**src/rtl/ssrac_pkg.sv**
```systemverilog
package ssrac_pkg;

    localparam int READ_REGS_DEF = 8;
    localparam int WRITE_REGS    = 4;
    localparam int CMD_IDX_W     = 7;
    localparam int CFG_IDX_W     = 1;
    localparam int CFG_DATA_W    = 16;

    localparam logic [CFG_IDX_W-1:0] CFG_CRC_POLY = 1'd0;
    localparam logic [CFG_IDX_W-1:0] CFG_TIMEOUT  = 1'd1;

    localparam logic [7:0]  CRC_POLY_RST = 8'h07;
    localparam logic [15:0] TIMEOUT_RST  = 16'd5;

    typedef enum logic [1:0] {
        OP_RX_BYTE = 2'd0,
        OP_TICK    = 2'd1,
        OP_LOAD    = 2'd2,
        OP_NONE    = 2'd3
    } op_t;

    typedef enum logic [4:0] {
        PH_IDLE     = 5'b00001,
        PH_DATA_LO  = 5'b00010,
        PH_DATA_HI  = 5'b00100,
        PH_WR_CRC   = 5'b01000,
        PH_RD_TRAIL = 5'b10000
    } phase_t;

    // What the second stage does with an item.
    typedef enum logic [2:0] {
        ACT_HOLD    = 3'd0,
        ACT_CMD     = 3'd1,
        ACT_DATA_LO = 3'd2,
        ACT_DATA_HI = 3'd3,
        ACT_WR_CRC  = 3'd4,
        ACT_CLEAR   = 3'd5
    } act_t;

    typedef struct packed {
        logic [1:0]  op;
        logic [7:0]  rx_byte;
        logic [2:0]  load_index;
        logic [15:0] load_value;
    } spi_in_t;

    typedef struct packed {
        logic [7:0]  tx_byte;
        logic        write_valid;
        logic [1:0]  write_index;
        logic [15:0] write_value;
        logic        write_crc_ok;
    } spi_out_t;

    typedef struct packed {
        act_t       act;
        logic       is_write;
        logic       rd_ok;
        logic       wr_ok;
        logic [1:0] wr_index;
        logic [7:0] rx_byte;
    } s1_t;

    // One byte through an MSB-first CRC-8.
    function automatic logic [7:0] crc8_byte(input logic [7:0] crc,
                                             input logic [7:0] data,
                                             input logic [7:0] poly);
        logic [7:0] c;
        c = crc ^ data;
        for (int b = 0; b < 8; b++) begin
            c = c[7] ? ({c[6:0], 1'b0} ^ poly) : {c[6:0], 1'b0};
        end
        return c;
    endfunction

endpackage

```
**src/rtl/ssrac_ram.sv**
```systemverilog
module ssrac_ram #(
    parameter int WIDTH = 16,
    parameter int DEPTH = 8,
    localparam int AW = (DEPTH > 1) ? $clog2(DEPTH) : 1
) (
    input  logic             aclk,
    input  logic             wr_en,
    input  logic [AW-1:0]    wr_addr,
    input  logic [WIDTH-1:0] wr_data,
    input  logic             rd_en,
    input  logic [AW-1:0]    rd_addr,
    output logic [WIDTH-1:0] rd_data
);

    logic [WIDTH-1:0] mem [DEPTH];
    logic [WIDTH-1:0] rd_data_reg;

    always_ff @(posedge aclk) begin
        if (wr_en) begin
            mem[wr_addr] <= wr_data;
        end
        if (rd_en) begin
            rd_data_reg <= mem[rd_addr];
        end
    end

    assign rd_data = rd_data_reg;

endmodule

```
**src/rtl/ssrac_frame_ctrl.sv**
```systemverilog
module ssrac_frame_ctrl #(
    parameter int READ_REGS = ssrac_pkg::READ_REGS_DEF,
    localparam int AW = (READ_REGS > 1) ? $clog2(READ_REGS) : 1
) (
    input  logic              aclk,
    input  logic              aresetn,
    input  logic              accept,
    input  logic              advance,
    input  ssrac_pkg::spi_in_t in_item,
    input  logic [15:0]       timeout_ticks,
    output logic              s1_valid,
    output ssrac_pkg::s1_t    s1_item,
    output logic              ram_rd_en,
    output logic [AW-1:0]     ram_rd_addr,
    output logic              ram_wr_en,
    output logic [AW-1:0]     ram_wr_addr,
    output logic [15:0]       ram_wr_data
);
    import ssrac_pkg::*;

    phase_t               phase_reg, phase_next;
    logic                 is_write_reg, is_write_next;
    logic [CMD_IDX_W-1:0] cmd_idx_reg, cmd_idx_next;
    logic [15:0]          tmo_reg, tmo_next;
    logic [READ_REGS-1:0] loaded_reg, loaded_next;
    logic                 s1_valid_reg, s1_valid_next;
    s1_t                  s1_reg, s1_next;

    logic [CMD_IDX_W-1:0] idx;
    logic [CMD_IDX_W-1:0] ld_idx;
    logic                 idx_in_range;
    logic                 ld_in_range;

    // Index of the current frame: the command byte itself or the stored one.
    assign idx          = (phase_reg == PH_IDLE) ? in_item.rx_byte[CMD_IDX_W-1:0] : cmd_idx_reg;
    assign ld_idx       = CMD_IDX_W'(in_item.load_index);
    assign idx_in_range = ({1'b0, idx} < 8'(READ_REGS));
    assign ld_in_range  = ({1'b0, ld_idx} < 8'(READ_REGS));

    assign ram_rd_addr = idx[AW-1:0];
    assign ram_wr_addr = ld_idx[AW-1:0];
    assign ram_wr_data = in_item.load_value;

    always_comb begin
        phase_next    = phase_reg;
        is_write_next = is_write_reg;
        cmd_idx_next  = cmd_idx_reg;
        tmo_next      = tmo_reg;
        loaded_next   = loaded_reg;
        ram_rd_en     = 1'b0;
        ram_wr_en     = 1'b0;

        s1_next.act      = ACT_HOLD;
        s1_next.is_write = is_write_reg;
        s1_next.rd_ok    = idx_in_range && loaded_reg[ram_rd_addr];
        s1_next.wr_ok    = ({1'b0, idx} < 8'(WRITE_REGS));
        s1_next.wr_index = idx[1:0];
        s1_next.rx_byte  = in_item.rx_byte;

        case (in_item.op)
            OP_RX_BYTE: begin
                ram_rd_en = accept;
                case (phase_reg)
                    PH_IDLE: begin
                        s1_next.act      = ACT_CMD;
                        s1_next.is_write = in_item.rx_byte[7];
                        is_write_next    = in_item.rx_byte[7];
                        cmd_idx_next     = in_item.rx_byte[CMD_IDX_W-1:0];
                        tmo_next         = timeout_ticks;
                        phase_next       = PH_DATA_LO;
                    end
                    PH_DATA_LO: begin
                        s1_next.act = ACT_DATA_LO;
                        phase_next  = PH_DATA_HI;
                    end
                    PH_DATA_HI: begin
                        s1_next.act = ACT_DATA_HI;
                        phase_next  = is_write_reg ? PH_WR_CRC : PH_RD_TRAIL;
                    end
                    PH_WR_CRC: begin
                        s1_next.act = ACT_WR_CRC;
                        phase_next  = PH_IDLE;
                    end
                    default: begin
                        s1_next.act = ACT_CLEAR;
                        phase_next  = PH_IDLE;
                    end
                endcase
            end
            OP_TICK: begin
                if (tmo_reg != 16'd0) begin
                    tmo_next = tmo_reg - 16'd1;
                    if (tmo_reg == 16'd1) begin
                        phase_next = PH_IDLE;
                    end
                end
            end
            OP_LOAD: begin
                if (ld_in_range) begin
                    ram_wr_en = accept;
                    loaded_next[ram_wr_addr] = 1'b1;
                end
            end
            default: begin
            end
        endcase

        if (accept) begin
            s1_valid_next = 1'b1;
        end else if (advance) begin
            s1_valid_next = 1'b0;
        end else begin
            s1_valid_next = s1_valid_reg;
        end
    end

    always_ff @(posedge aclk) begin
        if (!aresetn) begin
            phase_reg    <= PH_IDLE;
            is_write_reg <= 1'b0;
            cmd_idx_reg  <= '0;
            tmo_reg      <= '0;
            loaded_reg   <= '0;
            s1_valid_reg <= 1'b0;
        end else begin
            s1_valid_reg <= s1_valid_next;
            if (accept) begin
                phase_reg    <= phase_next;
                is_write_reg <= is_write_next;
                cmd_idx_reg  <= cmd_idx_next;
                tmo_reg      <= tmo_next;
                loaded_reg   <= loaded_next;
            end
        end
    end

    always_ff @(posedge aclk) begin
        if (accept) begin
            s1_reg <= s1_next;
        end
    end

    assign s1_valid = s1_valid_reg;
    assign s1_item  = s1_reg;

endmodule

```
**src/rtl/ssrac_datapath.sv**
```systemverilog
module ssrac_datapath (
    input  logic                aclk,
    input  logic                aresetn,
    input  logic                advance,
    input  ssrac_pkg::s1_t      s1_item,
    input  logic [15:0]         ram_rd_data,
    input  logic [7:0]          crc_poly,
    input  logic                m_ready,
    output logic                m_valid,
    output ssrac_pkg::spi_out_t m_data
);
    import ssrac_pkg::*;

    logic [7:0]  tx_reg, tx_next;
    logic [7:0]  crc_reg, crc_next;
    logic [15:0] dword_reg, dword_next;
    logic        m_valid_reg, m_valid_next;
    spi_out_t    m_data_reg, m_data_next;

    logic [15:0] rd_val;
    logic        rd_path;
    logic [7:0]  crc_base;
    logic [7:0]  crc_byte;
    logic [7:0]  crc_calc;

    assign rd_val   = s1_item.rd_ok ? ram_rd_data : 16'd0;
    // Read frames feed the CRC with the bytes sent, write frames with those received.
    assign rd_path  = !s1_item.is_write &&
                      ((s1_item.act == ACT_CMD) || (s1_item.act == ACT_DATA_LO));
    assign crc_base = (s1_item.act == ACT_CMD) ? 8'd0 : crc_reg;
    assign crc_byte = !rd_path ? s1_item.rx_byte :
                      (s1_item.act == ACT_CMD) ? rd_val[7:0] : rd_val[15:8];
    assign crc_calc = crc8_byte(crc_base, crc_byte, crc_poly);

    always_comb begin
        tx_next     = tx_reg;
        crc_next    = crc_reg;
        dword_next  = dword_reg;
        m_data_next = '0;

        case (s1_item.act)
            ACT_HOLD: begin
            end
            ACT_CMD: begin
                tx_next  = s1_item.is_write ? 8'd0 : rd_val[7:0];
                crc_next = crc_calc;
            end
            ACT_DATA_LO: begin
                tx_next  = s1_item.is_write ? 8'd0 : rd_val[15:8];
                crc_next = crc_calc;
                if (s1_item.is_write) begin
                    dword_next = {8'd0, s1_item.rx_byte};
                end
            end
            ACT_DATA_HI: begin
                if (s1_item.is_write) begin
                    tx_next    = 8'd0;
                    crc_next   = crc_calc;
                    dword_next = {s1_item.rx_byte, dword_reg[7:0]};
                end else begin
                    tx_next = crc_reg;
                end
            end
            ACT_WR_CRC: begin
                tx_next  = 8'd0;
                crc_next = crc_calc;
                if (s1_item.wr_ok) begin
                    m_data_next.write_valid  = 1'b1;
                    m_data_next.write_index  = s1_item.wr_index;
                    m_data_next.write_value  = dword_reg;
                    m_data_next.write_crc_ok = (crc_calc == 8'd0);
                end
            end
            default: begin
                tx_next = 8'd0;
            end
        endcase

        m_data_next.tx_byte = tx_next;

        if (advance) begin
            m_valid_next = 1'b1;
        end else if (m_ready) begin
            m_valid_next = 1'b0;
        end else begin
            m_valid_next = m_valid_reg;
        end
    end

    always_ff @(posedge aclk) begin
        if (!aresetn) begin
            tx_reg      <= '0;
            crc_reg     <= '0;
            dword_reg   <= '0;
            m_valid_reg <= 1'b0;
        end else begin
            m_valid_reg <= m_valid_next;
            if (advance) begin
                tx_reg    <= tx_next;
                crc_reg   <= crc_next;
                dword_reg <= dword_next;
            end
        end
    end

    always_ff @(posedge aclk) begin
        if (advance) begin
            m_data_reg <= m_data_next;
        end
    end

    assign m_valid = m_valid_reg;
    assign m_data  = m_data_reg;

endmodule

```
**src/rtl/spi_slave_register_access_crc8_unit.sv**
```systemverilog
// Slave end of a four-byte SPI register protocol with a CRC-8 check. Every input transfer
// (a received byte, a timer tick or a read-register load) yields exactly one output
// transfer: tx_byte is the byte to shift out on the next SPI byte, and a finished write
// frame to an index below WRITE_REGS shows up once with write_valid, its index, its value
// and write_crc_ok. Rate: one transfer per clock sustained while m_ready is high. Stage
// one runs the frame phase, the timeout counter and the RAM access; stage two runs the
// CRC, the data word and the transmit byte into the output register. The block keeps
// taking input while a result waits at the output, up to one item held between the
// stages. Read-register entries never loaded read as zero. crc_polynomial (index 0, reset
// 0x07) and timeout_ticks (index 1, reset 5, 0 disables) are to be written by the user
// only while the block is idle; the block itself does not enforce this.
module spi_slave_register_access_crc8_unit #(
    parameter int READ_REGS = ssrac_pkg::READ_REGS_DEF
) (
    input  logic                                aclk,
    input  logic                                aresetn,
    input  logic                                s_valid,
    output logic                                s_ready,
    input  ssrac_pkg::spi_in_t                  s_data,
    output logic                                m_valid,
    input  logic                                m_ready,
    output ssrac_pkg::spi_out_t                 m_data,
    input  logic                                cfg_wr_en,
    input  logic [ssrac_pkg::CFG_IDX_W-1:0]     cfg_index,
    input  logic [ssrac_pkg::CFG_DATA_W-1:0]    cfg_wr_data
);
    import ssrac_pkg::*;

    localparam int AW = (READ_REGS > 1) ? $clog2(READ_REGS) : 1;

    logic [7:0]  crc_poly_reg;
    logic [15:0] timeout_reg;

    logic          accept;
    logic          advance;
    logic          s1_valid;
    s1_t           s1_item;
    logic          ram_rd_en;
    logic [AW-1:0] ram_rd_addr;
    logic          ram_wr_en;
    logic [AW-1:0] ram_wr_addr;
    logic [15:0]   ram_wr_data;
    logic [15:0]   ram_rd_data;

    // Stage two moves when stage one holds an item and the output register is free or draining this cycle.
    assign advance = s1_valid && (!m_valid || m_ready);
    assign s_ready = !s1_valid || !m_valid || m_ready;
    assign accept  = s_valid && s_ready;

    // Configuration registers.
    always_ff @(posedge aclk) begin
        if (!aresetn) begin
            crc_poly_reg <= CRC_POLY_RST;
            timeout_reg  <= TIMEOUT_RST;
        end else if (cfg_wr_en) begin
            case (cfg_index)
                CFG_CRC_POLY: crc_poly_reg <= cfg_wr_data[7:0];
                CFG_TIMEOUT:  timeout_reg  <= cfg_wr_data[15:0];
                default: begin
                end
            endcase
        end
    end

    ssrac_frame_ctrl #(
        .READ_REGS (READ_REGS)
    ) u_ctrl (
        .aclk          (aclk),
        .aresetn       (aresetn),
        .accept        (accept),
        .advance       (advance),
        .in_item       (s_data),
        .timeout_ticks (timeout_reg),
        .s1_valid      (s1_valid),
        .s1_item       (s1_item),
        .ram_rd_en     (ram_rd_en),
        .ram_rd_addr   (ram_rd_addr),
        .ram_wr_en     (ram_wr_en),
        .ram_wr_addr   (ram_wr_addr),
        .ram_wr_data   (ram_wr_data)
    );

    // Read-register store; the read data holds until the next read.
    ssrac_ram #(
        .WIDTH (16),
        .DEPTH (READ_REGS)
    ) u_read_ram (
        .aclk    (aclk),
        .wr_en   (ram_wr_en),
        .wr_addr (ram_wr_addr),
        .wr_data (ram_wr_data),
        .rd_en   (ram_rd_en),
        .rd_addr (ram_rd_addr),
        .rd_data (ram_rd_data)
    );

    ssrac_datapath u_dp (
        .aclk        (aclk),
        .aresetn     (aresetn),
        .advance     (advance),
        .s1_item     (s1_item),
        .ram_rd_data (ram_rd_data),
        .crc_poly    (crc_poly_reg),
        .m_ready     (m_ready),
        .m_valid     (m_valid),
        .m_data      (m_data)
    );

endmodule

```
**config.mk**
```make
export PLATFORM = sky130hd
export DESIGN_NAME = spi_slave_register_access_crc8_unit
export DESIGN_NICKNAME = d
export VERILOG_FILES = /design/src/rtl/ssrac_pkg.sv /design/src/rtl/ssrac_ram.sv /design/src/rtl/ssrac_frame_ctrl.sv /design/src/rtl/ssrac_datapath.sv /design/src/rtl/spi_slave_register_access_crc8_unit.sv
export SDC_FILE = /design/constraint.sdc
export NUM_CORES = 1
export LEC_CHECK = 0
export BUFFER_PORTS_ARGS = -buffer_cell sky130_fd_sc_hd__buf_2
export CAP_MARGIN = 0
export CORE_UTILIZATION = 61
export CTS_CLUSTER_DIAMETER = 60
export DETAILED_ROUTE_END_ITERATION = 10
export HOLD_SLACK_MARGIN = 0.02
export PLACE_DENSITY = 0.82
export SETUP_SLACK_MARGIN = 0.2
export SYNTH_ARGS = -nofsm -noshare
export SYNTH_HDL_FRONTEND = slang
export SYNTH_HIERARCHICAL = 1
export SYNTH_SLANG_ARGS = --single-unit
```
**constraint.sdc**
```tcl
create_clock -name aclk -period 6 [get_ports aclk]
set_clock_uncertainty 0.05 [all_clocks]
set_input_delay 0 -clock aclk [delete_from_list [all_inputs] [get_ports aclk]]
set_output_delay 0 -clock aclk [all_outputs]
set_load 0.1 [all_outputs]
```
-- Word level (Yosys, flattened, before mapping)
Memories as Yosys holds them, arrays and structs flattened. A register that Yosys moved wholly into a read port is not among the register bits.
Index checks and enable logic that the tools add are counted.
W data, S select, Z words.
- flip-flop bits (word level): 139
- bits in writable memories: 128
- output and inout bits: 30
- logic and storage cells: 139
- memories: 1
- add/sub/neg operators: 1
- magnitude comparators: 6
- equality and inequality tests: 16
- multiplexer cells: 47
- bitwise operators: 12
- reduce and logical (&&, ||, !) cells: 32
- memory list (memory ; depth ; bits a word ; rd ports ; clocked after Yosys merged registers in ; wr ports ; line ; text):
    u_read_ram.mem ; 8 ; 16 ; 1 ; 1 ; 1 ; ssrac_ram.sv:15 ; logic [WIDTH-1:0] mem [DEPTH];
- operators with widths (kind ; count):
    $mux W8 ; 15
    $mux W16 ; 5
    $xor A8 B8 Y8 ; 9
    $pmux W16 S2 ; 2
    $pmux W8 S4 ; 1
    $mux W20 ; 1
    $eq A16 B1 Y1 const B ; 1
    $pmux W8 S2 ; 1
    $reduce_and A4 Y1 ; 4
    $reduce_bool A16 Y1 ; 1
    $sub A16 B1 Y16 const B ; 1
    $mux W5 ; 3
    $pmux W5 S3 ; 1
    $mux W1 ; 13
    $lt A3 B4 Y1 const B ; 3
    $pmux W3 S4 ; 1
    $pmux W5 S2 ; 1
    $reduce_bool A2 Y1 ; 5
    $logic_not A8 Y1 ; 1
    $or A8 B8 Y8 ; 1
    $reduce_and A2 Y1 ; 4
    $lt A7 B3 Y1 const B ; 1
    $lt A7 B4 Y1 const B ; 1
    $mux W7 ; 1
    22 further kinds ; 37

-- Logic depth before layout (Yosys ltp)
Gate-level depths: netlist of run 1.
- depth after elaboration: 23
- mapped depth: 19
- depth with buffers taken out: 15

-- Cells and area by module
The synthesis of run 1 kept the hierarchy.
- by module, submodules not included (module ; instances ; cells each ; area each (um2) ; sequential area each (um2)):
    ssrac_ram ; 1 ; 214 ; 5454.0 ; 4324.1
    ssrac_datapath ; 1 ; 530 ; 4698.3 ; 1501.4
    ssrac_frame_ctrl ; 1 ; 328 ; 2964.1 ; 1241.2
    spi_slave_register_access_crc8_unit ; 1 ; 106 ; 1029.7 ; 480.5

-- Least setup slack after synthesis of run 1
No wires, ideal clock.
- path kind: register -> register
- start point: reg u_ctrl.s1_reg, in the netlist u_ctrl/s1_item[14]
- end point: reg u_dp.m_data_reg, in the netlist u_dp/m_data[0], data pin
- setup time: 0.190 ns
- arrival time: 4.316 ns
- setup slack: 1.444 ns
- cell stages (with the launch flop): 17
- path buffers: 2
- cell sequence: edfxtp_1 buf_6 or3b_4 buf_6 a211o_1 and2_4 a32o_2 a2111oi_2 xnor3_2 xnor2_2 mux2i_1 a21oi_4 mux2i_1 xor3_1 nor4_1 o21ai_1 a2111oi_2
- word-level cells in the longest chain between the ends: 21
- ends and longest elaborated chain (item ; line ; text):
    from (decl) ; ssrac_frame_ctrl.sv:27 ; s1_t s1_reg, s1_next;
    from (signal assigned) ; ssrac_frame_ctrl.sv:139 ; s1_reg <= s1_next;
    $eq A3 B1 Y1 / $eq A3 B2 Y1 (equally long branches) ; ssrac_datapath.sv:29, ssrac_datapath.sv:30, ssrac_datapath.sv:32 ;
    $logic_or A1 B1 Y1 ; ssrac_datapath.sv:29 ; ((s1_item.act == ACT_CMD) || (s1_item.act == ACT_DATA_LO));
    $logic_and A1 B1 Y1 ; ssrac_datapath.sv:28 ; assign rd_path = !s1_item.is_write &&
    $mux W8 ; ssrac_datapath.sv:31 ; assign crc_byte = !rd_path ? s1_item.rx_byte :
    $xor A8 B8 Y8 ; ssrac_pkg.sv:69 ; c = crc ^ data;
    $xor A8 B8 Y8 / $mux W8 (equally long branches) ; ssrac_pkg.sv:71 ; c = c[7] ? ({c[6:0], 1'b0} ^ poly) : {c[6:0], 1'b0};
    $mux W8 / $xor A8 B8 Y8 (equally long branches) ; ssrac_pkg.sv:71 ;
    $xor A8 B8 Y8 / $mux W8 (equally long branches) ; ssrac_pkg.sv:71 ;
    [... 5 more ...] ; - ;
    $xor A8 B8 Y8 / $mux W8 (equally long branches) ; ssrac_pkg.sv:71 ;
    $mux W8 / $xor A8 B8 Y8 (equally long branches) ; ssrac_pkg.sv:71 ;
    $xor A8 B8 Y8 / $mux W8 (equally long branches) ; ssrac_pkg.sv:71 ;
    $mux W8 / $xor A8 B8 Y8 (equally long branches) ; ssrac_pkg.sv:71 ;
    $xor A8 B8 Y8 / $mux W8 (equally long branches) ; ssrac_pkg.sv:71 ;
    $mux W8 / $xor A8 B8 Y8 (equally long branches) ; ssrac_pkg.sv:71 ;
    $mux W8 ; ssrac_pkg.sv:71 ;
    $logic_not A8 Y1 ; ssrac_datapath.sv:71 ; m_data_next.write_crc_ok = (crc_calc == 8'd0);
    to (signal assigned) ; ssrac_datapath.sv:108 ; m_data_reg <= m_data_next;
    to (decl) ; ssrac_datapath.sv:18 ; spi_out_t m_data_reg, m_data_next;
Several ways; a longest one is shown, not always the timed one.
A chain may end at the register's enable or synchronous reset.

-- Final worst setup path of run 1
Ends and elaborated chain as after synthesis.

==> impl_table.tex, run 1 <==
\begin{tabular}{lr}
\hline
Metric & Value \\
\hline
\multicolumn{2}{l}{\textbf{Final layout}} \\
Nets@finish & 1340 \\
Number of flip-flops in the largest register & 128 \\
Design Area, Final & 16200 sq um \\
Post-layout util & 0.712 \\
Commonest cells after routing, fill and taps aside & edfxtp\_1, nand2\_1, dfxtp\_1 \\
Area of all sequential standard cells & 7550 sq um \\
Fraction of final layout cells sized beyond drive strength 1 & 0.182 \\
Relative area change from synthesis to final layout & 14.2\% \\
Most common cell after layout, fill and taps aside & edfxtp\_1 \\
Final cell count without fillers & 1595 \\
Antenna cell count & 0 \\
Layout filler cell count & 1480 \\
Combined area of the multi-input logic cells & 5970 sq um \\
\multicolumn{2}{l}{\textbf{Drt}} \\
Number of antenna-violating nets in the routed design & 0 \\
Via Count & 10400 \\
Routed length on met1 & 13800 microns \\
Detail-routed via count per cell & 6.49 \\
Number of DRC markers after the initial detailed-route iteration & 1221 \\
First-pass iteration count of the detailed router & 6 \\
Wire length after detailed routing & 33900 microns \\
Met2 routed WL & 16500 microns \\
Amount of wire on met3 after detailed routing & 2650 microns \\
WL/cell & 21.2 microns \\
Highest metal layer used by the detailed router & met4 \\
Total DRC errors in the routed layout & 0 \\
\multicolumn{2}{l}{\textbf{Yosys}} \\
Number of standard cells after synthesis & 1178 \\
Number of synthesis warnings & 6 \\
Part of the Yosys area used for sequential elements & 0.534 \\
Async SR Flop Fraction & 0 \\
Flip-flop cell with the highest count after synthesis & edfxtp\_1 \\
Cell taking the most area after synthesis & edfxtp\_1 \\
Post-synthesis average cell area & 12.0 sq um \\
Post-synthesis cell type count & 103 \\
Top cells by area in the synthesized netlist & edfxtp\_1, dfxtp\_1, mux4\_1 \\
Syn Std Cell Area & 14100 sq um \\
Count of flip-flops with a built-in enable after synthesis & 188 \\
Flip-flop and latch count after synthesis & 283 \\
Share of the synthesized area in the top cell type & 0.399 \\
Post-Syn Nets & 1231 \\
\multicolumn{2}{l}{\textbf{CTS}} \\
Clk Latency, worst-skew pair & 560 ps \\
CTS H-tree depth & 1 \\
Clock tree buffer depth & 3 \\
Clk sinks & 283 \\
Post-CTS Setup Bufs & 0 \\
Master cell of the clock root buffer & clkbuf\_16 \\
Worst-path clk slew & 60 ps \\
TritonCTS clock tree & yes \\
Clock buffer count from CTS & 29 \\
\multicolumn{2}{l}{\textbf{Critical path}} \\
Reg2Reg Launch Point & u\_ctrl/s1\_item[14]\$\_SDFFCE\_PN0P\_ \\
Path type of the worst setup path & register to register \\
Endpoint type of the worst setup path & register \\
Launching element of the worst setup path & u\_ctrl/s1\_item[14]\$\_SDFFCE\_PN0P\_ \\
Capturing point of the worst reg2reg path & u\_dp/m\_data[0]\$\_SDFFCE\_PN0P\_ \\
Crit start category & register \\
Worst path required time & 6300 ps \\
FF-to-FF setup slack & 610 ps \\
Critical path buffer and inverter count & 0 \\
Arrival time of data at the critical path endpoint & 5690 ps \\
Top cell family by delay on the critical path & compound AO/OA/AOI/OAI gates \\
Maximum single-stage delay on the critical path & 590 ps \\
Maximum fanout along the worst path & 17 \\
Master of the slowest instance on the critical path & edfxtp\_1 \\
Cells traversed along the worst timing path & or3b\_4, and2\_4, nor3\_1, a211oi\_1, a32o\_2, a2111oi\_2, xnor3\_2, xnor2\_2, mux2i\_1, a21oi\_4, mux2i\_1, xor3\_1, nor4\_1, o21ai\_1, a2111oi\_2 \\
Cell depth of the worst flop-to-flop path & 15 \\
\multicolumn{2}{l}{\textbf{STA}} \\
Time the worst path needs with I/O delays and setup & 5390 ps \\
Final number of max-transition violations & 0 \\
Final hold violation count & 0 \\
Sum Neg Setup Slack & 0 ps \\
Unrepaired setup endpoints after global routing & false \\
Portion of the clock cycle consumed by the worst path in the final layout & 0.898 \\
Count of final setup violators & 0 \\
Max\_slew headroom & 0.294 \\
Slew of the pin with the lowest slew margin & 1060 ps \\
Maximum achievable frequency & 0.186 GHz \\
\multicolumn{2}{l}{\textbf{Floorplanning}} \\
Boundary Pins & 81 \\
Die X & 154 microns \\
Die outline height & 154 microns \\
Initial cell density of the core & 0.623 \\
Core Box Area & 22700 sq um \\
Number of placement rows & 55 \\
Die area & 23800 sq um \\
\multicolumn{2}{l}{\textbf{Hold path}} \\
Worst hold path startpoint & s\_valid \\
Cell count of the worst hold path & 3 \\
Worst min path class & input pin to register \\
Hold Crit Endpoint & u\_ctrl/s1\_item[11]\$\_DFFE\_PP\_ \\
\multicolumn{2}{l}{\textbf{Flow run}} \\
Number of violations of the max-capacitance limit & 0 \\
\multicolumn{2}{l}{\textbf{Power}} \\
Switching power & 0.00152 W \\
Switch share & 0.296 \\
Design internal power & 0.00361 W \\
Leakage power & 5.84 nW \\
Sequential fraction of design power & 0.428 \\
Relative contribution of combinational cells to total power & 0.230 \\
Power per Cell Area & 318 nW/um\^{}2 \\
Clock power share & 0.342 \\
IR Drop Worst-Case VDD & 0.256 mV \\
\multicolumn{2}{l}{\textbf{Placed design}} \\
Total placed cells including tap cells & 1470 \\
Routability congestion estimate from global placement & 0.916 \\
Dpl cell area & 14500 sq um \\
PortBufs & 80 \\
Total half-perimeter wirelength after legalization and detailed placement & 20900 microns \\
\multicolumn{2}{l}{\textbf{Global route}} \\
Total gr overflow & 0 \\
Via count of the first global-routing pass & 9933 \\
Total global routing track utilization & 0.282 \\
Largest net degree at the start of global routing & 70 \\
Wire length of the first global-routing pass & 52700 microns \\
Initial antenna violation count & 0 \\
\multicolumn{2}{l}{\textbf{Outcome}} \\
Status & complete, no violations \\
\hline
\end{tabular}
==> what timing repair did <==
| item | in CTS | in global routing |
|---|---|---|
| hold endpoints to repair | 216 | 0 |
| gates resized for setup | 0 | 1 |
| hold buffers | 71 | 0 |
| endpoints found under the setup margin | 0 | 1 |
==> worst max-delay path by stage <==
stage / cells past startpoint / slack (ps) / end
6_report: 15 / 610 / u_dp/m_data[0]$_SDFFCE_PN0P_
5_1_grt: 15 / 270 / u_dp/m_data[0]$_SDFFCE_PN0P_
4_1_cts: 15 / 620 / u_dp/m_data[0]$_SDFFCE_PN0P_
3_5_place_dp: 15 / 620 / u_dp/m_data[0]$_SDFFCE_PN0P_
3_3_place_gp: 15 / 790 / u_dp/m_data[0]$_SDFFCE_PN0P_
2_1_floorplan: 16 / 1440 / u_dp/m_data[0]$_SDFFCE_PN0P_
==> cells in the mapped netlist, drive strengths merged, types with 5 or more instances <==
library cell / number
mux4: 32
edfxtp: 188
o21a: 12
o211ai: 11
xnor2: 26
o21ai: 50
o22ai: 5
a21o: 5
inv: 31
a211o: 6
nand2b: 16
and3: 13
nand3b: 11
nor4: 10
a22oi: 12
a21boi: 5
a21oi: 73
a2111oi: 5
mux2: 18
nor3: 37
o311ai: 10
xor2: 9
or2: 9
and2: 30
o31ai: 7
dfxtp: 95
buf: 57
nor2: 76
a311oi: 5
nand4: 16
a221o: 8
nand2: 102
or4: 6
xnor3: 9
a31oi: 10
a211oi: 20
o221a: 5
clkbuf: 32
mux2i: 21
nand3: 33
==> area by class of cell <==
| class | count | share of cell area |
|---|---|---|
| Timing Repair Buffer | 167 | 0.0762 |
| Clock inverter | 16 | 0.00890 |
| Sequential cell | 283 | 0.467 |
| Inverter | 31 | 0.00720 |
| Tap cell | 285 | 0.0221 |
| Clock buffer | 38 | 0.0495 |
| Multi-Input combinational cell | 775 | 0.369 |
==> power groups by stage <==
stage | sequential (W) | clock, W | combinational, W
after floorplan | 0.00229 | 0 | 0.000860
after global placement | 0.00223 | 0 | 0.00109
after detailed placement | 0.00224 | 0 | 0.00111
after CTS | 0.00220 | 0.00176 | 0.00115
after global routing | 0.00220 | 0.00184 | 0.00127
final | 0.00220 | 0.00175 | 0.00118
==> routing by layer <==
layer | track usage | vias to the layer above
met5 | 0 | -
met4 | 0.0769 | 0
met3 | 0.0398 | 77
met2 | 0.486 | 595
met1 | 0.376 | 4970
li1 | - | 4712
==> worst min-delay path, stage by stage <==
cell    delay (ps)
buf_2           90
and2_1         130
buf_4          220
==> logic make-up after synthesis <==
group,synth area share
compound gates,0.147
xor+xnor,0.0409
fa+ha+maj,0.00177
buf+inv,0.0477
flops,0.534
mux,0.0876
simple gates,0.142
==> through the flow <==
stage	power [W]	hold slack [ps]	setup WS [ps]
6_report	0.00513	45.3	615
5_1_grt	0.00531	47.1	275
4_1_cts	0.00511	22.7	622
3_5_place_dp	0.00335	159	624
3_3_place_gp	0.00332	159	789
2_1_floorplan	0.00315	48.9	1440
Note: power is estimated with default switching activity, not from simulation.
==> run 2, diff against run 1 <==
--- a/config.mk
+++ b/config.mk
@@ -7,11 +7,11 @@
 export LEC_CHECK = 0
 export BUFFER_PORTS_ARGS = -buffer_cell sky130_fd_sc_hd__buf_2
 export CAP_MARGIN = 0
-export CORE_UTILIZATION = 61
+export CORE_UTILIZATION = 60
 export CTS_CLUSTER_DIAMETER = 60
 export DETAILED_ROUTE_END_ITERATION = 10
 export HOLD_SLACK_MARGIN = 0.02
-export PLACE_DENSITY = 0.82
+export PLACE_DENSITY = 0.81
 export SETUP_SLACK_MARGIN = 0.2
 export SYNTH_ARGS = -nofsm -noshare
 export SYNTH_HDL_FRONTEND = slang
==> constraint.sdc (replaced) <==
create_clock -name aclk -period 5.5 [get_ports aclk]
set_clock_uncertainty 0.05 [all_clocks]
set_input_delay 0 -clock aclk [delete_from_list [all_inputs] [get_ports aclk]]
set_output_delay 0 -clock aclk [all_outputs]
set_load 0.1 [all_outputs]
==> run 2 against run 1 <==
Compared with the run above: critical path depth up 1; highest routed layer unchanged; non-clock buffer count up 12; global-route usage down 0.74 points; clock power up 14%; sequential share of layout area down 0.92 points.
==> impl_table.tex, run 2 (synthesized netlist as in run 1, its figures left out) <==
\begin{tabular}{lr}
\hline
Metric & Value \\
\hline
\multicolumn{2}{l}{\textbf{STA}} \\
Sum Neg Setup Slack & 0 ps \\
Max\_slew headroom & 0.233 \\
Unrepaired setup endpoints after global routing & false \\
Final number of max-transition violations & 0 \\
Slew of the pin with the lowest slew margin & 1140 ps \\
Time the worst path needs with I/O delays and setup & 5140 ps \\
Final hold violation count & 0 \\
Portion of the clock cycle consumed by the worst path in the final layout & 0.934 \\
Count of final setup violators & 0 \\
Maximum achievable frequency & 0.195 GHz \\
\multicolumn{2}{l}{\textbf{Power}} \\
Power per Cell Area & 348 nW/um\^{}2 \\
Leakage power & 5.94 nW \\
Tot Pwr & 0.00573 W \\
IR Drop Worst-Case VDD & 0.385 mV \\
\multicolumn{2}{l}{\textbf{Outcome}} \\
Status & complete, no violations \\
\multicolumn{2}{l}{\textbf{Global route}} \\
Largest net degree at the start of global routing & 70 \\
Total gr overflow & 0 \\
Wire length of the first global-routing pass & 51900 microns \\
Total global routing track utilization & 0.275 \\
Initial antenna violation count & 0 \\
Via count of the first global-routing pass & 9708 \\
\multicolumn{2}{l}{\textbf{Critical path}} \\
Top cell family by delay on the critical path & simple AND/OR/NAND/NOR gates \\
Launching element of the worst setup path & u\_ctrl/s1\_item[14]\$\_SDFFCE\_PN0P\_ \\
Maximum fanout along the worst path & 12 \\
Cell depth of the worst setup path & 16 \\
Cells traversed along the worst timing path & or3b\_4, and2\_1, nor3\_4, buf\_4, a211oi\_4, and3\_1, a2111oi\_1, xnor3\_1, xnor3\_1, nor2\_2, a21oi\_4, mux2i\_2, xor3\_1, nor4\_1, o21ai\_1, a2111oi\_2 \\
Master of the slowest instance on the critical path & or3b\_4 \\
Reg2Reg Launch Point & u\_ctrl/s1\_item[14]\$\_SDFFCE\_PN0P\_ \\
Capturing point of the worst reg2reg path & u\_dp/m\_data[0]\$\_SDFFCE\_PN0P\_ \\
Path type of the worst setup path & register to register \\
Most frequent cell on the critical path & xnor3\_1 \\
End of the critical path & u\_dp/m\_data[0]\$\_SDFFCE\_PN0P\_ \\
FF-to-FF setup slack & 360 ps \\
Critical path buffer and inverter count & 1 \\
Maximum single-stage delay on the critical path & 540 ps \\
Cell depth of the worst flop-to-flop path & 16 \\
Crit start category & register \\
Endpoint type of the worst setup path & register \\
Arrival time of data at the critical path endpoint & 5450 ps \\
Worst path required time & 5810 ps \\
\multicolumn{2}{l}{\textbf{Placed design}} \\
Routability congestion estimate from global placement & 0.981 \\
PortBufs & 80 \\
Total placed cells including tap cells & 1502 \\
Total half-perimeter wirelength after legalization and detailed placement & 20500 microns \\
\multicolumn{2}{l}{\textbf{Floorplanning}} \\
Die X & 156 microns \\
Boundary Pins & 81 \\
Initial cell density of the core & 0.619 \\
Core Box Area & 22800 sq um \\
Number of placement rows & 55 \\
Die area & 24200 sq um \\
Die outline height & 156 microns \\
\multicolumn{2}{l}{\textbf{Final layout}} \\
Combined area of the multi-input logic cells & 6130 sq um \\
Number of flip-flops in the largest register & 128 \\
Final cell count without fillers & 1635 \\
Fraction of final layout cells sized beyond drive strength 1 & 0.204 \\
Area of all sequential standard cells & 7550 sq um \\
Antenna cell count & 0 \\
Layout filler cell count & 1502 \\
Commonest cells after routing, fill and taps aside & edfxtp\_1, nand2\_1, dfxtp\_1 \\
Most common cell after layout, fill and taps aside & edfxtp\_1 \\
Relative area change from synthesis to final layout & 16.5\% \\
Nets@finish & 1352 \\
\multicolumn{2}{l}{\textbf{Flow run}} \\
Number of violations of the max-capacitance limit & 0 \\
\multicolumn{2}{l}{\textbf{Drt}} \\
First-pass iteration count of the detailed router & 6 \\
Number of DRC markers after the initial detailed-route iteration & 1052 \\
Via Count & 10300 \\
Detail-routed via count per cell & 6.30 \\
Wire length after detailed routing & 33600 microns \\
Number of antenna-violating nets in the routed design & 0 \\
WL/cell & 20.5 microns \\
Total DRC errors in the routed layout & 0 \\
\multicolumn{2}{l}{\textbf{CTS}} \\
Master cell of the clock root buffer & clkbuf\_16 \\
TritonCTS clock tree & yes \\
Clock tree buffer depth & 3 \\
Worst-path clk slew & 60 ps \\
Clk sinks & 283 \\
Clk Latency, worst-skew pair & 550 ps \\
Clock buffer count from CTS & 29 \\
CTS H-tree depth & 1 \\
\multicolumn{2}{l}{\textbf{Hold path}} \\
Worst min path class & input pin to register \\
\hline
\end{tabular}
[run 2: area by class of cell]
class	count	share of cell area
flip-flops and latches	283	0.458
multi-input cells	775	0.372
repair buffers	179	0.0799
clock buffers	41	0.0493
well taps	313	0.0238
clock inverters	13	0.0102
inverters	31	0.00706
[run 2: where the power goes]
group | internal [W] | switching (W)
sequential | 0.00234 | 0.0000567
combinational | 0.000552 | 0.000797
clock | 0.00118 | 0.000809
[run 2: metrics by stage]
step	hold slack, ps	instance area (sq um)	util	worst slack, ps
after CTS	25.2	16200	0.710	310
after detailed placement	161	14600	0.637	361
after global routing	46.0	16500	0.722	137
after floorplan	48.9	14100	-	944
after global placement	160	14600	0.637	516
final	40.1	16500	0.722	363
[run 2: worst min-delay path by stage]
stage / slack, ps / end / cells past startpoint / startpoint
floorplan: 50 / u_ctrl/s1_item[0]$_DFFE_PP_ / 0 / s_data[19]
global placement: 160 / u_ctrl/s1_item[7]$_DFFE_PP_ / 1 / s_data[26]
detailed placement: 160 / u_ctrl/s1_item[7]$_DFFE_PP_ / 1 / s_data[26]
CTS: 30 / u_ctrl/s1_item[11]$_DFFE_PP_ / 3 / s_valid
global route: 50 / u_ctrl/s1_item[11]$_DFFE_PP_ / 3 / s_valid
finish: 40 / u_ctrl/s1_item[9]$_DFFE_PP_ / 3 / s_valid
[run 2: worst reg2reg max path, delay by kind of cell, from the launching register on]
kind | cells | cell delay, ps
simple gates | 6 | 1640
compound gates | 5 | 1160
xor+xnor | 3 | 1100
flops | 1 | 510
mux | 1 | 300
buf+inv | 1 | 190
[run 2: routing by layer]
| metal | track usage | wire length, microns |
|---|---|---|
| met5 | 0 | 0 |
| met3 | 0.0322 | 2500 |
| met2 | 0.462 | 16400 |
| met1 | 0.376 | 13700 |
| met4 | 0.0836 | 923 |
[run 2: repair_timing]
item | CTS | global route
endpoints found under the hold margin | 215 | 0
hold buffers | 68 | 0
gates resized for setup | 0 | 27
buffers inserted | 0 | 11
setup endpoints to repair | 0 | 6
